**src/rtl/core/ipv4_host_port_text_parser_assert.svh**
```systemverilog
// Assertion macros shared by the host:port text parser RTL.
// Needs nothing else; include it inside a module body.
`ifndef IPV4_HOST_PORT_TEXT_PARSER_ASSERT_SVH
`define IPV4_HOST_PORT_TEXT_PARSER_ASSERT_SVH

// Same-cycle implication, disabled while reset is asserted.
`define IPV4HP_ASSERT_IMP(lbl, clk, rst_n, ante, cons, msg) \
    lbl: assert property (@(posedge clk) disable iff (!(rst_n)) (ante) |-> (cons)) \
        else $error(msg);

// Next-cycle implication, disabled while reset is asserted.
`define IPV4HP_ASSERT_NEXT(lbl, clk, rst_n, ante, cons, msg) \
    lbl: assert property (@(posedge clk) disable iff (!(rst_n)) (ante) |=> (cons)) \
        else $error(msg);

`endif

```
**src/rtl/core/ipv4hp_pkg.sv**
```systemverilog
// Package for the host:port text parser: widths, character codes, phases and
// the parse state record. Used by the interfaces and every RTL module.
package ipv4hp_pkg;

    localparam int CHAR_W     = 8;
    localparam int ADDR_W     = 32;
    localparam int PORT_W     = 16;
    localparam int ERR_W      = 3;
    localparam int ACC_W      = 16;
    localparam int APB_ADDR_W = 2;
    localparam int APB_DATA_W = 32;

    localparam logic [PORT_W-1:0]     DEFAULT_PORT_RESET = 16'd8001;
    localparam logic [APB_ADDR_W-1:0] REG_DEFAULT_PORT   = 2'd0;

    localparam logic [CHAR_W-1:0] ASCII_NUL   = 8'h00;
    localparam logic [CHAR_W-1:0] ASCII_DOT   = 8'h2E;
    localparam logic [CHAR_W-1:0] ASCII_COLON = 8'h3A;
    localparam logic [CHAR_W-1:0] ASCII_ZERO  = 8'h30;
    localparam logic [CHAR_W-1:0] ASCII_NINE  = 8'h39;

    localparam logic [ERR_W-1:0] ERR_NONE = 3'd0;
    localparam logic [ERR_W-1:0] ERR_PORT = 3'd5;

    typedef enum logic [2:0] {
        PH_SEC0,
        PH_SEC1,
        PH_SEC2,
        PH_SEC3,
        PH_AFTER,
        PH_PORT,
        PH_DONE
    } t_phase;

    typedef struct packed {
        t_phase              phase;
        logic                seen;
        logic [ACC_W-1:0]    acc;
        logic [ADDR_W-1:0]   addr;
        logic [PORT_W-1:0]   port;
        logic [ERR_W-1:0]    err;
    } t_parse_state;

endpackage

```
**src/rtl/core/ipv4hp_if.sv**
```systemverilog
// Request channels of the host:port text parser: characters in, results out.
// Depends on ipv4hp_pkg for the field widths.
interface ipv4hp_char_if
    import ipv4hp_pkg::*;
();
    logic              valid;
    logic              ready;
    logic [CHAR_W-1:0] char_code;
    logic              final_char;

    modport source (output valid, output char_code, output final_char, input ready);
    modport sink   (input valid, input char_code, input final_char, output ready);
endinterface

interface ipv4hp_result_if
    import ipv4hp_pkg::*;
();
    logic              valid;
    logic              ready;
    logic [ADDR_W-1:0] address;
    logic [PORT_W-1:0] port_number;
    logic [ERR_W-1:0]  error_code;

    modport source (output valid, output address, output port_number, output error_code,
                    input ready);
    modport sink   (input valid, input address, input port_number, input error_code,
                    output ready);
endinterface

```
**src/rtl/core/ipv4_host_port_text_parser.sv**
```systemverilog
// Top level of the IPv4 host:port text parser with its APB default-port register.
// Depends on ipv4hp_pkg, ipv4hp_if, ipv4hp_step and the assertion macro header.
//
// Usage: the text a.b.c.d[:port] arrives one character per request on i_char,
// with final_char set on its last character. For each final character one result
// request leaves on o_result: the address (first section in bits 31..24), the
// port (default_port when no colon follows the fourth section) and an error
// code (1..4 for an empty section, 2..4 for a first to third section not ended
// by a dot, 5 for an empty port). Characters after the outcome is decided are
// swallowed until the final one.
// A final character is held in the input register and its result is then loaded
// into the result register, from which it is offered on o_result.
// Throughput: one character per cycle unless a final one waits; the combinational
// multiply-by-ten and add on the 16-bit accumulator sit in the step logic.
// Stalls: the result register parts the two sides. Non-final characters keep
// flowing while a result waits; a final character waits in the input register
// until the result register is free or is being emptied.
// Reset (synchronous, active low) clears the parse state and both valid flags
// and sets default_port to 8001. default_port lies at byte address 0 of the APB
// port; it should be written only while the block is idle.
module ipv4_host_port_text_parser
    import ipv4hp_pkg::*;
(
    input  logic                  i_clk,
    input  logic                  i_rst_n,
    ipv4hp_char_if.sink           i_char,
    ipv4hp_result_if.source       o_result,
    input  logic                  psel,
    input  logic                  penable,
    input  logic                  pwrite,
    input  logic [APB_ADDR_W-1:0] paddr,
    input  logic [APB_DATA_W-1:0] pwdata,
    output logic [APB_DATA_W-1:0] prdata,
    output logic                  pready
);

    `include "ipv4_host_port_text_parser_assert.svh"

    // Configuration register.
    logic [PORT_W-1:0] r_default_port;
    logic              cfg_write;

    // Input register stage.
    logic              r_in_valid;
    logic [CHAR_W-1:0] r_char_code;
    logic              r_final_char;

    // Running parse state, carried from one character to the next.
    t_parse_state      r_state;
    t_parse_state      n_state;

    // Result register stage.
    logic              r_out_valid;
    logic [ADDR_W-1:0] r_out_address;
    logic [PORT_W-1:0] r_out_port;
    logic [ERR_W-1:0]  r_out_error;

    logic [ADDR_W-1:0] n_address;
    logic [PORT_W-1:0] n_port;
    logic [ERR_W-1:0]  n_error;

    logic              advance;
    logic              in_take;

    assign pready    = 1'b1;
    assign cfg_write = psel && penable && pwrite && pready && (paddr == REG_DEFAULT_PORT);
    assign prdata    = (paddr == REG_DEFAULT_PORT)
                     ? {{(APB_DATA_W-PORT_W){1'b0}}, r_default_port} : '0;

    // The character in the input register moves on unless it is final and the
    // result register is still holding an untaken result.
    assign advance      = r_in_valid && (!r_final_char || !r_out_valid || o_result.ready);
    assign i_char.ready = !r_in_valid || advance;
    assign in_take      = i_char.valid && i_char.ready;

    ipv4hp_step u_step (
        .i_state        (r_state),
        .i_char_code    (r_char_code),
        .i_final_char   (r_final_char),
        .i_default_port (r_default_port),
        .o_next_state   (n_state),
        .o_address      (n_address),
        .o_port_number  (n_port),
        .o_error_code   (n_error)
    );

    always_ff @(posedge i_clk) begin
        if (!i_rst_n) begin
            r_default_port <= DEFAULT_PORT_RESET;
        end else if (cfg_write) begin
            r_default_port <= pwdata[PORT_W-1:0];
        end
    end

    always_ff @(posedge i_clk) begin
        if (!i_rst_n) begin
            r_in_valid <= 1'b0;
        end else if (in_take) begin
            r_in_valid <= 1'b1;
        end else if (advance) begin
            r_in_valid <= 1'b0;
        end
    end

    always_ff @(posedge i_clk) begin
        if (in_take) begin
            r_char_code  <= i_char.char_code;
            r_final_char <= i_char.final_char;
        end
    end

    always_ff @(posedge i_clk) begin
        if (!i_rst_n) begin
            r_state <= '0;
        end else if (advance) begin
            r_state <= n_state;
        end
    end

    always_ff @(posedge i_clk) begin
        if (!i_rst_n) begin
            r_out_valid <= 1'b0;
        end else if (advance && r_final_char) begin
            r_out_valid <= 1'b1;
        end else if (o_result.ready) begin
            r_out_valid <= 1'b0;
        end
    end

    always_ff @(posedge i_clk) begin
        if (advance && r_final_char) begin
            r_out_address <= n_address;
            r_out_port    <= n_port;
            r_out_error   <= n_error;
        end
    end

    assign o_result.valid       = r_out_valid;
    assign o_result.address     = r_out_address;
    assign o_result.port_number = r_out_port;
    assign o_result.error_code  = r_out_error;

    // An error result carries neither an address nor a port.
    `IPV4HP_ASSERT_IMP(a_err_zero_fields, i_clk, i_rst_n,
        r_out_valid && (r_out_error != ERR_NONE),
        (r_out_address == '0) && (r_out_port == '0),
        "error result with nonzero address or port")

    // Only codes 0 to 5 are ever produced.
    `IPV4HP_ASSERT_IMP(a_err_range, i_clk, i_rst_n,
        r_out_valid,
        r_out_error <= ERR_PORT,
        "error code out of range")

    // A final character blocked by a full result register stays put.
    `IPV4HP_ASSERT_NEXT(a_final_held, i_clk, i_rst_n,
        r_in_valid && r_final_char && r_out_valid && !o_result.ready,
        r_in_valid && r_final_char,
        "final character lost while result register was full")

    // The parse restarts from the first section after every final character.
    `IPV4HP_ASSERT_NEXT(a_restart, i_clk, i_rst_n,
        advance && r_final_char,
        (r_state.phase == PH_SEC0) && !r_state.seen && (r_state.acc == '0)
            && r_out_valid,
        "parse state not cleared after final character")

endmodule

```
**src/rtl/core/ipv4hp_step.sv**
```systemverilog
// Combinational next-state and result logic for one character of the parser.
// Depends on ipv4hp_pkg for the parse state record and character codes.
module ipv4hp_step
    import ipv4hp_pkg::*;
(
    input  t_parse_state        i_state,
    input  logic [CHAR_W-1:0]   i_char_code,
    input  logic                i_final_char,
    input  logic [PORT_W-1:0]   i_default_port,
    output t_parse_state        o_next_state,
    output logic [ADDR_W-1:0]   o_address,
    output logic [PORT_W-1:0]   o_port_number,
    output logic [ERR_W-1:0]    o_error_code
);

    // One character against the parse state. A non-dot character that ends a
    // section is looked at again by the following phase, which is folded in here.
    function automatic t_parse_state feed(input t_parse_state s,
                                          input logic [CHAR_W-1:0] c,
                                          input logic [PORT_W-1:0] dflt);
        t_parse_state     n;
        logic             is_digit;
        logic [1:0]       idx;
        logic [1:0]       byte_sel;
        logic [ACC_W-1:0] acc10;
        n        = s;
        is_digit = (c >= ASCII_ZERO) && (c <= ASCII_NINE);
        idx      = s.phase[1:0];
        byte_sel = ~idx;
        acc10    = (s.acc << 3) + (s.acc << 1) + {{(ACC_W-4){1'b0}}, c[3:0]};
        unique case (s.phase) inside
            PH_SEC0, PH_SEC1, PH_SEC2, PH_SEC3: begin
                if (is_digit) begin
                    n.acc  = acc10;
                    n.seen = 1'b1;
                end else if (!s.seen) begin
                    n.err   = {1'b0, idx} + 3'd1;
                    n.phase = PH_DONE;
                end else begin
                    n.addr[{byte_sel, 3'b000} +: 8] = s.acc[7:0];
                    n.acc  = '0;
                    n.seen = 1'b0;
                    if (c == ASCII_DOT) begin
                        n.phase = t_phase'(s.phase + 3'd1);
                    end else if (idx != 2'd3) begin
                        n.err   = {1'b0, idx} + 3'd2;
                        n.phase = PH_DONE;
                    end else if (c == ASCII_COLON) begin
                        n.phase = PH_PORT;
                    end else begin
                        n.port  = dflt;
                        n.phase = PH_DONE;
                    end
                end
            end
            PH_AFTER: begin
                if (c == ASCII_COLON) begin
                    n.phase = PH_PORT;
                    n.acc   = '0;
                    n.seen  = 1'b0;
                end else begin
                    n.port  = dflt;
                    n.phase = PH_DONE;
                end
            end
            PH_PORT: begin
                if (is_digit) begin
                    n.acc  = acc10;
                    n.seen = 1'b1;
                end else if (s.seen) begin
                    n.port  = s.acc;
                    n.phase = PH_DONE;
                end else begin
                    n.err   = ERR_PORT;
                    n.phase = PH_DONE;
                end
            end
            default: begin
                n = s;
            end
        endcase
        return n;
    endfunction

    t_parse_state after_char;
    t_parse_state after_end;

    always_comb begin
        after_char = feed(i_state, i_char_code, i_default_port);
        after_end  = feed(after_char, ASCII_NUL, i_default_port);

        o_next_state = i_final_char ? t_parse_state'('0) : after_char;

        if (after_end.err != ERR_NONE) begin
            o_address     = '0;
            o_port_number = '0;
        end else begin
            o_address     = after_end.addr;
            o_port_number = after_end.port;
        end
        o_error_code = after_end.err;
    end

endmodule
```
**src/flat_wrapper.sv**
```systemverilog
// flat-port wrapper written by rule: the top's interface ports become plain ports
module ipv4_host_port_text_parser_flat import ipv4hp_pkg::*;
  (i_clk, i_rst_n, psel, penable, pwrite, paddr, pwdata, prdata, pready, i_char_valid, i_char_char_code, i_char_final_char, i_char_ready, o_result_valid, o_result_address, o_result_port_number, o_result_error_code, o_result_ready);
  ipv4hp_char_if i_char_i ();
  ipv4hp_result_if o_result_i ();
  input  logic i_clk;
  input  logic i_rst_n;
  input  logic psel;
  input  logic penable;
  input  logic pwrite;
  input  logic [APB_ADDR_W-1:0] paddr;
  input  logic [APB_DATA_W-1:0] pwdata;
  output logic [APB_DATA_W-1:0] prdata;
  output logic pready;
  input wire logic [$bits(i_char_i.valid)-1:0] i_char_valid;
  input wire logic [$bits(i_char_i.char_code)-1:0] i_char_char_code;
  input wire logic [$bits(i_char_i.final_char)-1:0] i_char_final_char;
  output wire logic [$bits(i_char_i.ready)-1:0] i_char_ready;
  output wire logic [$bits(o_result_i.valid)-1:0] o_result_valid;
  output wire logic [$bits(o_result_i.address)-1:0] o_result_address;
  output wire logic [$bits(o_result_i.port_number)-1:0] o_result_port_number;
  output wire logic [$bits(o_result_i.error_code)-1:0] o_result_error_code;
  input wire logic [$bits(o_result_i.ready)-1:0] o_result_ready;
  assign i_char_i.valid = i_char_valid;
  assign i_char_i.char_code = i_char_char_code;
  assign i_char_i.final_char = i_char_final_char;
  assign i_char_ready = i_char_i.ready;
  assign o_result_valid = o_result_i.valid;
  assign o_result_address = o_result_i.address;
  assign o_result_port_number = o_result_i.port_number;
  assign o_result_error_code = o_result_i.error_code;
  assign o_result_i.ready = o_result_ready;
  ipv4_host_port_text_parser u_core (.i_clk(i_clk), .i_rst_n(i_rst_n), .i_char(i_char_i), .o_result(o_result_i), .psel(psel), .penable(penable), .pwrite(pwrite), .paddr(paddr), .pwdata(pwdata), .prdata(prdata), .pready(pready));
endmodule
```
**config.mk**
```make
export PLATFORM = sky130hd
export DESIGN_NAME = ipv4_host_port_text_parser_flat
export DESIGN_NICKNAME = d
export VERILOG_FILES = /design/src/rtl/core/ipv4hp_pkg.sv /design/src/rtl/core/ipv4hp_if.sv /design/src/rtl/core/ipv4_host_port_text_parser.sv /design/src/rtl/core/ipv4hp_step.sv /design/src/flat_wrapper.sv
export VERILOG_INCLUDE_DIRS = /design/src /design/src/rtl/core
export SDC_FILE = /design/constraint.sdc
export NUM_CORES = 1
export LEC_CHECK = 0
export BUFFER_PORTS_ARGS = -buffer_cell sky130_fd_sc_hd__buf_2
export CAP_MARGIN = 0
export CORE_UTILIZATION = 50
export CTS_CLUSTER_SIZE = 8
export DETAILED_ROUTE_END_ITERATION = 8
export PLACE_DENSITY_LB_ADDON = 0.08
export SYNTH_ARGS = -nofsm -noshare
export SYNTH_HDL_FRONTEND = slang
export SYNTH_SLANG_ARGS = --single-unit
```
**constraint.sdc**
```tcl
create_clock -name i_clk -period 5.2 [get_ports i_clk]
set_input_delay 1.04 -clock i_clk [delete_from_list [all_inputs] [get_ports i_clk]]
set_output_delay 1.04 -clock i_clk [all_outputs]
set_load 0.005 [all_outputs]
```
==> out/metrics.yaml <==
status:
  outcome: "finished clean"
synth:
  ys_seq_area_share_pct: 39.93
  yosys-top-cells-area: "edfxtp_1 (20%), dfxtp_1 (20%), ha_1 (5.2%)"
  async_flop_share_pct: 0
  synth_warnings: 0
  synth_cell_types: 84
  synth.cell_area_sq_um: 8974
  synth_flop_cell: "dfxtp_1"
  syn_avg_cell_area_sq_um: 8.938
  synth.top_cell.area_share_pct: 20.08
  ys_ff_latch: 149
  synth_top_area_cell: "edfxtp_1"
  synth_most_common_cell: "nand2_1"
  synth_common_cells: "nand2_1 (116), dfxtp_1 (89), and2_1 (69), edfxtp_1 (60), nor2_1 (56)"
  synthCells: 1004
  synth-edff-count: 60
timing:
  timing.slew.headroom_pct: 29.16
  final-hold-violation-count: 0
  fin_tns_setup_ns: 0
  skew_ns: 0.009824
  setup_viol_count_final: 0
  slew_viol_final: 0
  post-route-min-period_ns: 4.510
  fmax_ghz: 0.2217
  worstMarginPinSlew_ns: 1.055
  fin_crit_sh_pct: 86.73
  rsz0062_at_grt: "no"
power_and_ir_drop:
  p_leak_nw: 4.045
  ir_drop_v: 0.0002272
  power_mw: 2.661
  power.density_nw_per_um2: 263.5
detailed_routing:
  vias: 7737
  vias_per_cell: 5.870
  drc_errors: 0
  wl_per_cell_um: 18.97
  ant_nets: 0
  drt_iter0_drc: 760
  wl_um: 25000
  firstDrtPassIters: 6
grt:
  antenna_found_initial: 0
  grt_pass1_wl_um: 38790
  grt_overflow: 0
  grt_pass1_vias: 7088
  grt_usage_pct: 27.51
  grt_max_degree: 64
place:
  hpwlAfterDp_um: 16760
  portBuffers: 102
  gp_congestion: 0.9235
cells_and_area:
  area_growth_pct: 12.52
  drive_gt1_share_pct: 17.38
  antennaDiodeCount: 0
  layout.nets: 1169
clock_network:
  hold_buffers: 0
  cts_buffers: 17
  clock_sinks: 149
  cts_root_buf: "clkbuf_16"
  cts_resized: 0
  clock_path_buffers: 2
  cts_post_setup_buffers_inserted: 0
  clk_latency_ns: 0.43
  clk_pin_slew_ns: 0.06
  cts_tree: "done"
  cts.htree.levels: 4
worst_setup_path:
  cp-end-kind: "flip-flop"
  criticalPathCategory: "reg2reg"
  critPathMaxFanout: 15
  cp.arrival_ns: 4.68
  required_ns: 5.37
  startpoint_type: "flip-flop"
floorplan:
  start_util_pct: 51.52
  pin_count: 136
  dieWidth_um: 136.0
  row_count: 48
  dieArea_sq_um: 18490
  dieHeight_um: 136.0
  core_sq_um: 17420
hold_path:
  min_path_type: "reg2reg"
flow_run:
  maxCapViolCount: 0
==> flip-flops by register name (all words and copies together), names as in the netlist <==
| register | count |
|---|---|
| u_core.r_in_valid | 1 |
| u_core.o_result.address | 32 |
| u_core.r_final_char | 1 |
| u_core.r_char_code | 8 |
| u_core.o_result.port_number | 16 |
| u_core.o_result.valid | 1 |
| u_core.r_state | 71 |
| u_core.o_result.error_code | 3 |
| u_core.r_default_port | 16 |
==> cells by family (layout without fill, tap and decap cells) <==
family / Yosys count / count (layout) / synth area share, %
compound gates: 294 / 294 / 23.17
xor+xnor: 11 / 11 / 1.074
fa+ha+maj: 39 / 39 / 5.605
buf+inv: 95 / 169 / 5.382
flops: 149 / 149 / 39.93
mux: 6 / 6 / 0.7389
other cells: 2 / 17 / 0.08369
simple gates: 408 / 408 / 24.01
==> layout make-up <==
cell class	count	area, sq um
clock buffer	21	461.7
fill	1646	7320
clock inverter	11	100.1
inverter	24	90.09
multi-input combinational	775	4987
timing repair buffer	113	593.1
sequential	149	3583
tap	225	281.5
==> where the power goes <==
group	switching (mW)	internal, mW
combinational	0.151	0.0697
sequential	0.0141	1.23
clock	0.506	0.687
total	0.672	1.99
==> worst max-delay path, stage by stage (launching register included) <==
cell      delay (ns)
dfxtp_1         0.58
inv_1           0.21
ha_1            0.38
nor3_1          0.39
nand2_1         0.18
o21ai_1         0.48
o21ai_2         0.19
inv_1           0.12
ha_1            0.30
inv_1           0.12
nor3_4          0.46
a31oi_2         0.28
a221oi_1        0.51
nor2_2          0.05
==> per-layer routing <==
layer | track usage [%] | up-vias | routed length (um)
met4 | 7.840 | 0 | 393
met2 | 45.24 | 228 | 12130
li1 | - | 3784 | -
met5 | 0 | - | 0
met1 | 36.40 | 3689 | 11150
met3 | 5.630 | 36 | 1320
==> cells in the final DEF (no fill, tap or decap), drive strengths merged, types with 37 or more instances in the layout <==
master  count
a21oi      56
a22oi      43
and2       73
and3       41
buf       113
dfxtp      89
edfxtp     60
ha         37
nand2     116
nor2       77
o21ai      60
==> worst paths after layout <==
kind / slack (ns) / depth (start not counted) / endpoint / from
max: 0.69 / 13 / u_core.o_result.port_number[3]$_SDFFCE_PP0P_ / u_core.r_state[68]$_SDFFE_PN0P_
max reg2reg: 0.69 / 13 / u_core.o_result.port_number[3]$_SDFFCE_PP0P_ / u_core.r_state[68]$_SDFFE_PN0P_
min: 0.51 / 2 / u_core.r_default_port[5]$_SDFFE_PN0P_ / u_core.r_default_port[5]$_SDFFE_PN0P_
min reg2reg: 0.51 / 2 / u_core.r_default_port[5]$_SDFFE_PN0P_ / u_core.r_default_port[5]$_SDFFE_PN0P_
==> through the flow <==
step                      util [%]  setup slack [ns]  instances  area, sq um  hold slack, ns
final                        57.97            0.6900       1318        10100          0.5073
after global routing         57.97            0.2370       1318        10100          0.5341
after CTS                    57.97            0.7601       1318        10100          0.5124
after detailed placement     54.75            0.7816       1286         9535          0.5036
after global placement       54.75            0.8241       1286         9535          0.5009
after floorplan                  -             1.010       1019         9030          0.4644
No activity file was read; power rests on OpenSTA's default activity.
